### src/rtl/ppr_pkg.sv
// Shared types and constants for the parallel port register block.
// It has no dependencies. Every other RTL module imports it.
`timescale 1ns / 1ps
`default_nettype none

package ppr_pkg;

    // One bus access, as it arrives on the input channel.
    typedef struct packed {
        logic        kind;
        logic [15:0] address;
        logic [7:0]  value;
    } t_in_item;

    // One result beat, as it leaves on the output channel.
    typedef struct packed {
        logic [7:0] read_data;
        logic       printer_valid;
        logic [7:0] printer_byte;
        logic       irq_lowered;
        logic       irq_raised;
        logic [3:0] irq_line;
    } t_out_item;

    // The architectural state of one port.
    typedef struct packed {
        logic [7:0] data_latch;
        logic [4:0] status_bits;
        logic [5:0] control_bits;
        logic       init_pending;
    } t_port_state;

    // Access kinds.
    localparam logic KIND_READ  = 1'b0;
    localparam logic KIND_WRITE = 1'b1;

    // Register offsets within a port.
    localparam logic [2:0] OFF_DATA    = 3'd0;
    localparam logic [2:0] OFF_STATUS  = 3'd1;
    localparam logic [2:0] OFF_CONTROL = 3'd2;

    // Address bits 9..3 of the second port (base 0x278).
    localparam logic [6:0] PORT1_SEL = 7'h4F;

    // Status bit positions.
    localparam int ST_BUSY = 4;
    localparam int ST_ACK  = 3;
    localparam int ST_SLCT = 1;

    // Control bit positions.
    localparam int CT_STROBE = 0;
    localparam int CT_INIT   = 2;
    localparam int CT_SLCTIN = 3;
    localparam int CT_IRQ    = 4;
    localparam int CT_INPUT  = 5;

    // Data read value in input mode.
    localparam logic [7:0] DATA_INPUT_MODE = 8'hFF;

    // Reset values of the first port; every other port resets to zero.
    localparam logic [4:0] STATUS_RST_PORT0  = 5'h1B;
    localparam logic [5:0] CONTROL_RST_PORT0 = 6'h0C;

    // Configuration register indexes and reset values.
    localparam logic       REG_IRQ_PORT0     = 1'b0;
    localparam logic       REG_IRQ_PORT1     = 1'b1;
    localparam logic [3:0] IRQ_PORT0_RST     = 4'd7;
    localparam logic [3:0] IRQ_PORT1_RST     = 4'd0;

endpackage

`default_nettype wire

### src/rtl/ppr_cfg_regs.sv
// APB-style configuration registers holding the interrupt line of each port.
// Depends on ppr_pkg for register indexes and reset values.
`timescale 1ns / 1ps
`default_nettype none

module ppr_cfg_regs
    import ppr_pkg::*;
(
    input  wire logic        i_clk,
    input  wire logic        i_rst_n,
    input  wire logic        psel,
    input  wire logic        penable,
    input  wire logic        pwrite,
    input  wire logic [2:0]  paddr,
    input  wire logic [31:0] pwdata,
    output logic      [31:0] prdata,
    output logic             pready,
    output logic      [3:0]  o_irq_line_port0,
    output logic      [3:0]  o_irq_line_port1
);

    logic [3:0] r_irq_line_port0;
    logic [3:0] r_irq_line_port1;
    logic       w_wr;
    logic       w_index;

    // Registers sit at byte addresses 0 and 4, so bit 2 picks the register.
    assign pready  = 1'b1;
    assign w_wr    = psel & penable & pwrite & pready;
    assign w_index = paddr[2];

    // Register writes.
    always_ff @(posedge i_clk) begin
        if (!i_rst_n) begin
            r_irq_line_port0 <= IRQ_PORT0_RST;
            r_irq_line_port1 <= IRQ_PORT1_RST;
        end else if (w_wr) begin
            if (w_index == REG_IRQ_PORT0) begin
                r_irq_line_port0 <= pwdata[3:0];
            end else begin
                r_irq_line_port1 <= pwdata[3:0];
            end
        end
    end

    // Read mux.
    always_comb begin
        prdata = '0;
        if (w_index == REG_IRQ_PORT1) begin
            prdata[3:0] = r_irq_line_port1;
        end else begin
            prdata[3:0] = r_irq_line_port0;
        end
    end

    assign o_irq_line_port0 = r_irq_line_port0;
    assign o_irq_line_port1 = r_irq_line_port1;

endmodule

`default_nettype wire

### src/rtl/ppr_access.sv
// Combinational update of one port for one bus access: next state and result beat.
// Depends on ppr_pkg for the item, result and state types and the bit positions.
`timescale 1ns / 1ps
`default_nettype none

module ppr_access
    import ppr_pkg::*;
(
    input  wire t_in_item    i_item,
    input  wire t_port_state i_cur,
    input  wire logic [3:0]  i_irq_line,
    output t_port_state      o_nxt,
    output t_out_item        o_result
);

    logic [2:0] w_offset;
    logic [4:0] w_st;
    logic [5:0] w_ct;
    logic [7:0] w_dl;
    logic       w_ip;

    assign w_offset = i_item.address[2:0];

    always_comb begin
        w_st     = i_cur.status_bits;
        w_ct     = i_cur.control_bits;
        w_dl     = i_cur.data_latch;
        w_ip     = i_cur.init_pending;
        o_result = '0;

        if (i_item.kind == KIND_READ) begin
            unique case (w_offset)
                OFF_DATA: begin
                    o_result.read_data = w_ct[CT_INPUT] ? DATA_INPUT_MODE : w_dl;
                end
                OFF_STATUS: begin
                    o_result.read_data = {w_st, 3'b000};
                    // Acknowledge a pending ack.
                    if (!w_st[ST_ACK]) begin
                        w_st[ST_ACK]         = 1'b1;
                        o_result.irq_lowered = w_ct[CT_IRQ];
                    end
                    // Finish a pending printer init.
                    if (w_ip) begin
                        w_st[ST_BUSY]       = 1'b1;
                        w_st[ST_SLCT]       = 1'b1;
                        w_st[ST_ACK]        = 1'b0;
                        o_result.irq_raised = w_ct[CT_IRQ];
                        w_ip                = 1'b0;
                    end
                end
                OFF_CONTROL: begin
                    o_result.read_data = {2'b00, w_ct};
                end
                default: begin
                end
            endcase
        end else begin
            unique case (w_offset)
                OFF_DATA: begin
                    w_dl = i_item.value;
                end
                OFF_CONTROL: begin
                    // A rising strobe hands the latch to an online printer,
                    // judged by the old select and interrupt enable.
                    if (i_item.value[CT_STROBE] && !i_cur.control_bits[CT_STROBE]
                            && w_st[ST_SLCT]) begin
                        o_result.printer_valid = 1'b1;
                        o_result.printer_byte  = w_dl;
                        o_result.irq_raised    = w_ct[CT_IRQ];
                        w_st[ST_ACK]           = 1'b0;
                        w_st[ST_BUSY]          = 1'b1;
                    end
                    // A rising init resets the printer until the next status read.
                    if (i_item.value[CT_INIT] && !i_cur.control_bits[CT_INIT]) begin
                        w_st[ST_BUSY] = 1'b0;
                        w_st[ST_SLCT] = 1'b0;
                        w_ip          = 1'b1;
                    end
                    w_ct          = i_item.value[5:0];
                    w_st[ST_SLCT] = w_ct[CT_SLCTIN];
                end
                default: begin
                end
            endcase
        end

        o_result.irq_line = i_irq_line;
        o_nxt.data_latch   = w_dl;
        o_nxt.status_bits  = w_st;
        o_nxt.control_bits = w_ct;
        o_nxt.init_pending = w_ip;
    end

endmodule

`default_nettype wire

### src/rtl/parallel_port_registers_unit.sv
// Top level of the parallel port register block: channel registers and per-port state.
// Depends on ppr_pkg, ppr_cfg_regs and ppr_access.
`timescale 1ns / 1ps
`default_nettype none

// Register file of one or two PC standard parallel ports behind I/O bus accesses. Each input
// beat is one read or write and yields exactly one result beat. An access is held in the
// input register and then moves into the result register, and the block takes one access
// every cycle while the result channel does not stall; the port state is updated as the
// access moves into the result register, so the next access already sees it. While the result
// register is stalled and full, one further access waits in the input register and the input
// channel stalls. The interrupt line registers are written through the APB-style port and
// should only change while no access is in flight.
module parallel_port_registers_unit
    import ppr_pkg::*;
#(
    parameter int NUM_PORTS = 2
) (
    input  wire logic        i_clk,
    input  wire logic        i_rst_n,
    // Access channel.
    input  wire logic        i_in_valid,
    output logic             o_in_stall,
    input  wire t_in_item    i_in_item,
    // Result channel.
    output logic             o_out_valid,
    input  wire logic        i_out_stall,
    output t_out_item        o_out_item,
    // Configuration port.
    input  wire logic        psel,
    input  wire logic        penable,
    input  wire logic        pwrite,
    input  wire logic [2:0]  paddr,
    input  wire logic [31:0] pwdata,
    output logic      [31:0] prdata,
    output logic             pready
);

    localparam int PW = (NUM_PORTS > 1) ? $clog2(NUM_PORTS) : 1;

    t_in_item    r_in;
    logic        r_in_valid;
    logic        n_in_valid;
    t_out_item   r_out;
    logic        r_out_valid;
    logic        n_out_valid;
    t_port_state r_state [NUM_PORTS];

    logic        w_in_accept;
    logic        w_advance;
    logic [PW-1:0] w_port;
    logic [3:0]  w_irq_line_port0;
    logic [3:0]  w_irq_line_port1;
    logic [3:0]  w_irq_line;
    t_port_state w_nxt;
    t_out_item   w_result;

    // Configuration registers.
    ppr_cfg_regs u_cfg (
        .i_clk            (i_clk),
        .i_rst_n          (i_rst_n),
        .psel             (psel),
        .penable          (penable),
        .pwrite           (pwrite),
        .paddr            (paddr),
        .pwdata           (pwdata),
        .prdata           (prdata),
        .pready           (pready),
        .o_irq_line_port0 (w_irq_line_port0),
        .o_irq_line_port1 (w_irq_line_port1)
    );

    // Handshake: the held access moves on whenever the result register is free or draining.
    assign w_advance   = r_in_valid & (~r_out_valid | ~i_out_stall);
    assign o_in_stall  = r_in_valid & ~w_advance;
    assign w_in_accept = i_in_valid & ~o_in_stall;

    always_comb begin
        n_in_valid = r_in_valid;
        if (w_in_accept) begin
            n_in_valid = 1'b1;
        end else if (w_advance) begin
            n_in_valid = 1'b0;
        end
        n_out_valid = r_out_valid;
        if (w_advance) begin
            n_out_valid = 1'b1;
        end else if (!i_out_stall) begin
            n_out_valid = 1'b0;
        end
    end

    always_ff @(posedge i_clk) begin
        if (!i_rst_n) begin
            r_in_valid  <= 1'b0;
            r_out_valid <= 1'b0;
        end else begin
            r_in_valid  <= n_in_valid;
            r_out_valid <= n_out_valid;
        end
    end

    // Input and result payload registers.
    always_ff @(posedge i_clk) begin
        if (w_in_accept) begin
            r_in <= i_in_item;
        end
        if (w_advance) begin
            r_out <= w_result;
        end
    end

    // Port decode: the 0x278 window selects the second port when it exists.
    always_comb begin
        w_port = '0;
        if (NUM_PORTS > 1 && r_in.address[9:3] == PORT1_SEL) begin
            w_port = PW'(1);
        end
        w_irq_line = (w_port != '0) ? w_irq_line_port1 : w_irq_line_port0;
    end

    // Access logic for the addressed port.
    ppr_access u_access (
        .i_item     (r_in),
        .i_cur      (r_state[w_port]),
        .i_irq_line (w_irq_line),
        .o_nxt      (w_nxt),
        .o_result   (w_result)
    );

    // Per-port state.
    always_ff @(posedge i_clk) begin
        if (!i_rst_n) begin
            for (int i = 0; i < NUM_PORTS; i++) begin
                r_state[i].data_latch   <= '0;
                r_state[i].status_bits  <= (i == 0) ? STATUS_RST_PORT0 : '0;
                r_state[i].control_bits <= (i == 0) ? CONTROL_RST_PORT0 : '0;
                r_state[i].init_pending <= 1'b0;
            end
        end else if (w_advance) begin
            r_state[w_port] <= w_nxt;
        end
    end

    assign o_out_valid = r_out_valid;
    assign o_out_item  = r_out;

endmodule

`default_nettype wire

### config.mk
export PLATFORM = sky130hd
export DESIGN_NAME = parallel_port_registers_unit
export DESIGN_NICKNAME = d
export VERILOG_FILES = /design/src/rtl/ppr_pkg.sv /design/src/rtl/ppr_cfg_regs.sv /design/src/rtl/ppr_access.sv /design/src/rtl/parallel_port_registers_unit.sv
export SDC_FILE = /design/constraint.sdc
export NUM_CORES = 1
export LEC_CHECK = 0
export BUFFER_PORTS_ARGS = -buffer_cell sky130_fd_sc_hd__buf_2
export CORE_UTILIZATION = 35
export DETAILED_ROUTE_END_ITERATION = 7
export PLACE_DENSITY = 0.67
export SYNTH_ARGS = -nofsm -noshare
export SYNTH_HDL_FRONTEND = slang
export SYNTH_SLANG_ARGS = --single-unit
export TNS_END_PERCENT = 10
### constraint.sdc
create_clock -name i_clk -period 3.45 [get_ports i_clk]
set_input_delay 0.69 -clock i_clk [delete_from_list [all_inputs] [get_ports i_clk]]
set_output_delay 0.69 -clock i_clk [all_outputs]
set_load 0.01 [all_outputs]
==> results of run 1 <==
## cell usage in the layout, fill, tap and decap left out, drive strengths merged, types with 7 or more instances in the layout
| cell type | instances |
|---|---|
| a21oi | 36 |
| buf | 66 |
| clkbuf | 12 |
| conb | 29 |
| dfxtp | 10 |
| edfxtp | 82 |
| mux2i | 20 |
| nand2 | 73 |
| nor2 | 23 |
| nor2b | 7 |
| nor3 | 7 |
| o21ai | 7 |
## metrics by stage
step | hold slack [ns] | setup slack, ns | std cells
2_1_floorplan | 0.460 | 0.801 | 402
3_3_place_gp | 0.478 | 0.966 | 591
3_5_place_dp | 0.487 | 0.923 | 591
4_1_cts | 0.505 | 0.951 | 607
5_1_grt | 0.511 | 0.770 | 607
6_report | 0.508 | 0.936 | 607
## cell type report
cell class | count | area, um2
Tap cell | 168 | 210
Fill cell | 1164 | 7030
Timing Repair Buffer | 66 | 348
Clock buffer | 12 | 236
Multi-Input combinational cell | 262 | 1510
Clock inverter | 4 | 97.6
Sequential cell | 92 | 2660
Inverter | 3 | 11.3
## kinds of logic after synthesis
| kind of cell | count (synthesis) | share of synthesized area (%) |
|---|---|---|
| AND/OR/NAND/NOR | 143 | 16.6 |
| other | 2 | 0.171 |
| AO/OA/AOI/OAI | 64 | 9.13 |
| buffers and inverters | 48 | 7.34 |
| multiplexers | 26 | 6.18 |
| flip-flops | 92 | 60.6 |
## final timing paths
| check | startpoint | endpoint | slack, ns | cells after the start |
|---|---|---|---|---|
| max | r_in[15]$_DFFE_PP_ | o_out_item[4]$_DFFE_PP_ | 0.94 | 5 |
| min | u_cfg.o_irq_line_port0[1]$_SDFFE_PN1P_ | u_cfg.o_irq_line_port0[1]$_SDFFE_PN1P_ | 0.51 | 2 |
| max reg2reg | r_in[15]$_DFFE_PP_ | o_out_item[4]$_DFFE_PP_ | 0.94 | 5 |
| min reg2reg | u_cfg.o_irq_line_port0[1]$_SDFFE_PN1P_ | u_cfg.o_irq_line_port0[1]$_SDFFE_PN1P_ | 0.51 | 2 |
## worst register-to-register path, cell delays in order (launching register included)
cell      delay [ns]
edfxtp_1        0.36
and4bb_4        0.37
and4_4          0.47
nor2_1          0.10
o21ai_1         0.75
a21oi_1         0.17
## layer usage
metal	part of all wire (%)	vias to the layer above	GRT usage, %
li1	-	1420	-
met1	46	1420	20.3
met2	46	122	22.5
met3	6.0	13	2.86
met4	2.0	0	5.89
met5	0	-	0
## flip-flops by register name, summed over array words and instances (netlist names)
| name | cells |
|---|---|
| u_cfg.o_irq_line_port0 | 4 |
| r_state | 40 |
| r_in | 19 |
| u_cfg.o_irq_line_port1 | 4 |
| o_out_valid | 1 |
| o_out_item | 23 |
| r_in_valid | 1 |
## power by group through the flow
stage | Combinational, W | Clock [W] | Sequential [W]
4_1_cts | 0.000161 | 0.00112 | 0.00130
6_report | 0.000161 | 0.00111 | 0.00130
3_3_place_gp | 0.000157 | 0 | 0.00132
5_1_grt | 0.000177 | 0.00117 | 0.00130
2_1_floorplan | 0.000123 | 0 | 0.00131
3_5_place_dp | 0.000160 | 0 | 0.00132
==> impl_metrics.yaml, run 1 <==
global_route:
  grt_pass1_wl_um: 14500
  grt_usage_pct: 14.6
  pin_count_of_the_biggest_net_entering_global_routing: 29
  grt-ovfl-total: 0
  number_of_global_route_vias_before_repair: 2857
  number_of_antenna_violations_at_the_first_check_in_global_routing: 0
floorplanning:
  floorplan.core_area_um2: 12100
  die_area_um2: 13000
  initial_utilization_pct: 36.3
  die_w_um: 114
  boundaryPins: 125
  chipHeight_um: 114
  rows: 40
synth:
  yosys.cell_types.count: 54
  yosys.area.top_type: "edfxtp_1"
  yosys_register_bits: 92
  post_synth_most_frequent_cells: "edfxtp_1, nand2_1, a21oi_1"
  synth_enable_flop_cells: 82
  synth-seq-area-share_pct: 60.6
  synth_ff_type: "edfxtp_1"
  post-synth-top-count-cell: "edfxtp_1"
  synth_largest_type_area_fraction_pct: 56.0
  yosysWarnings: 0
  synth_cells: 375
  synth.area.top_cells: "edfxtp_1, nand2_1, buf_4"
  syn-cell-area_um2: 4400
  synth-async-reset-ratio_pct: 0
  syn_avg_cell_area_um2: 11.7
routing:
  firstDrtPassIters: 5
  drt_drc_violations_left: 0
  viasPerCell: 4.90
  drt_first_iter_violations: 223
  drtAntennaViolNets: 0
  route.detailed.wl_per_inst_um: 15.3
  via_count: 2975
  routed_wl_um: 9280
sta:
  setup_total_negative_slack_ns: 0
  max_clock_freq_mhz: 398
  report.final.hold_viol_count: 0
  min_period_over_period_pct: 72.9
  report.final.slew_viol_count: 0
  finalSetupViolations: 0
  layout_min_cycle_time_ns: 2.51
  setup_repair_after_global_routing_missed_its_margin: "no"
  max_slew.worst_pin.slew_ns: 0.960
  finClkSkew_ns: 0.00819
  timing.max_slew.rel_slack_pct: 35.5
clocking:
  clk_root_buffer_cell: "clkbuf_16"
  clk-insertion-delay-late_ns: 0.34
  ctsHtreeMaxLevel: 3
  clk_transition_reported_paths_ns: 0.06
  cts_resized: 0
  post_cts_buffers: 0
  cts-buffers-inserted: 9
  holdBufCountCts: 0
  cts.path.max_buffers: 2
  tritoncts: "done"
  clock-sinks: 92
worst_setup_path:
  timing.critical_path.fanout_max: 26
  worst-setup-path-type: "reg2reg"
  cp_slowest_stage_delay_ns: 0.75
  crit_path_cell_trace: "and4bb_4 -> and4_4 -> nor2_1 -> o21ai_1 -> a21oi_1"
  critical_path_buf_inv_count: 0
  critPathCaptureType: "register"
  cp_data_arrival_time_ns: 2.55
  critPathTopFamily: "simple AND/OR/NAND/NOR gates"
  critPathLaunchType: "register"
  crit_slowest_cell: "o21ai_1"
  timing.critical_path.required_ns: 3.49
power:
  power-per-cell-area_nw_per_um2: 506
  report.power.total_w: 0.00257
  power_switching_share_pct: 20.9
  seq_power_share_pct: 50.6
  internal_w: 0.00203
  ir_drop_mv: 0.197
  power_switching_w: 0.000537
  leakage_nw: 1.96
  comb_power_share_pct: 6.3
  power_frac_clock_pct: 43.1
finish:
  drive_gt1_share_pct: 22.3
  signed_area_change_from_the_synthesized_netlist_to_the_final_layout_pct: 15.5
  final_area_um2: 5080
  finish.net_count: 501
  antennaDiodeCount: 0
  layout.core_utilization_pct: 41.9
outcome:
  outcome: "complete, no violations"
placement:
  port_buffers: 59
  postPlaceCellArea_um2: 4740
  globalplace.congestion: 0.853
  dp_hpwl_um: 6410
worst_hold_path:
  class_of_the_tightest_hold_or_removal_check: "reg2reg"
run:
  maxCapViolCount: 0
(Power assumes the default switching activity.)
==> run 2, diff against run 1 <==
PLACE_DENSITY = 0.7   (was 0.67)
clock period = 2.1 ns   (was 3.45 ns; I/O delays follow)
==> impl_metrics.yaml, run 2 (same netlist as run 1, synthesis figures left out) <==
floorplanning:
  rows: 40
  die_area_um2: 13000
  initial_utilization_pct: 36.3
  boundaryPins: 125
  chipHeight_um: 114
  die_w_um: 114
  floorplan.core_area_um2: 12100
sta:
  max_clock_freq_mhz: 507
  finalSetupViolations: 0
  report.final.hold_viol_count: 0
  report.final.slew_viol_count: 0
  layout_min_cycle_time_ns: 1.97
  min_period_over_period_pct: 93.9
  finClkSkew_ns: 0.00675
  fin_hold_ws_ns: 0.247
clocking:
  clk-insertion-delay-late_ns: 0.34
  clk_root_buffer_cell: "clkbuf_16"
  tritoncts: "done"
  ctsHtreeMaxLevel: 3
  cts.path.max_buffers: 2
  post_cts_buffers: 0
  cts_resized: 0
  holdBufCountCts: 0
  cts-buffers-inserted: 9
  clk_transition_reported_paths_ns: 0.07
  clock-sinks: 92
finish:
  layout.core_utilization_pct: 42.8
  largest_reg_flops: 40
  antennaDiodeCount: 0
  num-fill-cells: 1176
  largest-register: "r_state"
  multiInputGateArea_um2: 1530
  register_cell_area_after_layout_um2: 2660
  final_common_cell: "edfxtp_1"
  finish.net_count: 519
  mostFrequentLayoutCells: "edfxtp_1, nand2_1, buf_2"
  signed_area_change_from_the_synthesized_netlist_to_the_final_layout_pct: 17.8
  drive_gt1_share_pct: 26.5
outcome:
  outcome: "complete, no violations"
placement:
  globalplace.congestion: 0.893
  dp_hpwl_um: 6780
  port_buffers: 59
global_route:
  grt-ovfl-total: 0
  grt_usage_pct: 15.4
  pin_count_of_the_biggest_net_entering_global_routing: 25
  number_of_global_route_vias_before_repair: 2885
  number_of_antenna_violations_at_the_first_check_in_global_routing: 0
  grt_pass1_wl_um: 15100
routing:
  drt_first_iter_violations: 215
  firstDrtPassIters: 7
  wl_met3_um: 582
  route.detailed.wl_per_inst_um: 15.1
  drt_drc_violations_left: 0
  wirelength_met1_um: 4230
  drtAntennaViolNets: 0
  viasPerCell: 4.90
  routed_wl_um: 9460
  via_count: 3063
  met2_length_um: 4530
  highest_layer: "met4"
power:
  leakage_nw: 2.00
  ir_drop_mv: 0.324
  power-per-cell-area_nw_per_um2: 751
worst_setup_path:
  timing.critical_path.fanout_max: 12
  worst-setup-path-type: "reg2reg"
  setup.worst_path.start: "r_in[15]$_DFFE_PP_"
  critPathCaptureType: "register"
  rr_startpoint: "r_in[15]$_DFFE_PP_"
  timing.critical_path.required_ns: 2.19
  cp_data_arrival_time_ns: 2.06
  critPathLaunchType: "register"
worst_hold_path:
  class_of_the_tightest_hold_or_removal_check: "in2reg"
  hold_path_startpoint: "i_in_item[10]"
run:
  maxCapViolCount: 0
-- run 2: cell types whose count changed in the layout (fill, tap and decap cells not counted), moves of 2 or more --
cell | previous run | this run
buf_4 | 7 | 24
bufinv_16 | 3 | 0
clkbuf_1 | 3 | 1
clkinv_4 | 0 | 2
clkinvlp_4 | 1 | 3
mux2i_1 | 20 | 18
mux2i_2 | 0 | 2
o21ai_0 | 4 | 2
o21ai_1 | 3 | 5
-- run 2: worst max-delay path, stage by stage (launching register included) --
cell	delay [ns]
edfxtp_1	0.36
and4bb_4	0.36
nand4_4	0.20
buf_4	0.25
mux2i_2	0.25
and3_4	0.24
o21ai_1	0.07
-- run 2: where the power goes --
part | switching (W) | total (W) | internal, W
clock network | 0.000676 | 0.00148 | 0.000800
registers | 0.0000544 | 0.00213 | 0.00208
logic | 0.000175 | 0.000285 | 0.000110
-- run 2: through the flow --
stage               setup WS, ns  total power, W  cell area (um2)  cells  setup TNS (ns)
floorplan                 -0.133         0.00236             4500    402           -3.80
finish                     0.129         0.00389             5180    625               0
CTS                       0.0850         0.00392             5170    625               0
global route            -0.00126         0.00404             5180    625        -0.00126
global placement           0.106         0.00244             4900    609               0
detailed placement        0.0879         0.00245             4900    609               0
-- run 2: final cells by class --
class,count,area share (%)
clock inverter,6,0.797
tap,168,4.06
multi-input combinational,262,29.5
sequential,92,51.4
inverter,3,0.290
timing repair buffer,84,9.56
clock buffer,10,4.42
-- run 2: routing by layer --
metal | GRT usage [%] | up-vias
li1 | - | 1457
met1 | 20.9 | 1479
met2 | 24.1 | 116
met3 | 4.08 | 11
met4 | 4.42 | 0
met5 | 0 | -
-- run 2: worst paths after layout --
path | end | slack, ns | depth (start not counted)
setup / recovery | r_state[0][8]$_SDFFCE_PN1P_ | 0.13 | 6
setup reg to reg | r_state[0][8]$_SDFFCE_PN1P_ | 0.13 | 6
hold / removal | r_in[10]$_DFFE_PP_ | 0.25 | 1
hold reg to reg | u_cfg.o_irq_line_port0[1]$_SDFFE_PN1P_ | 0.52 | 2
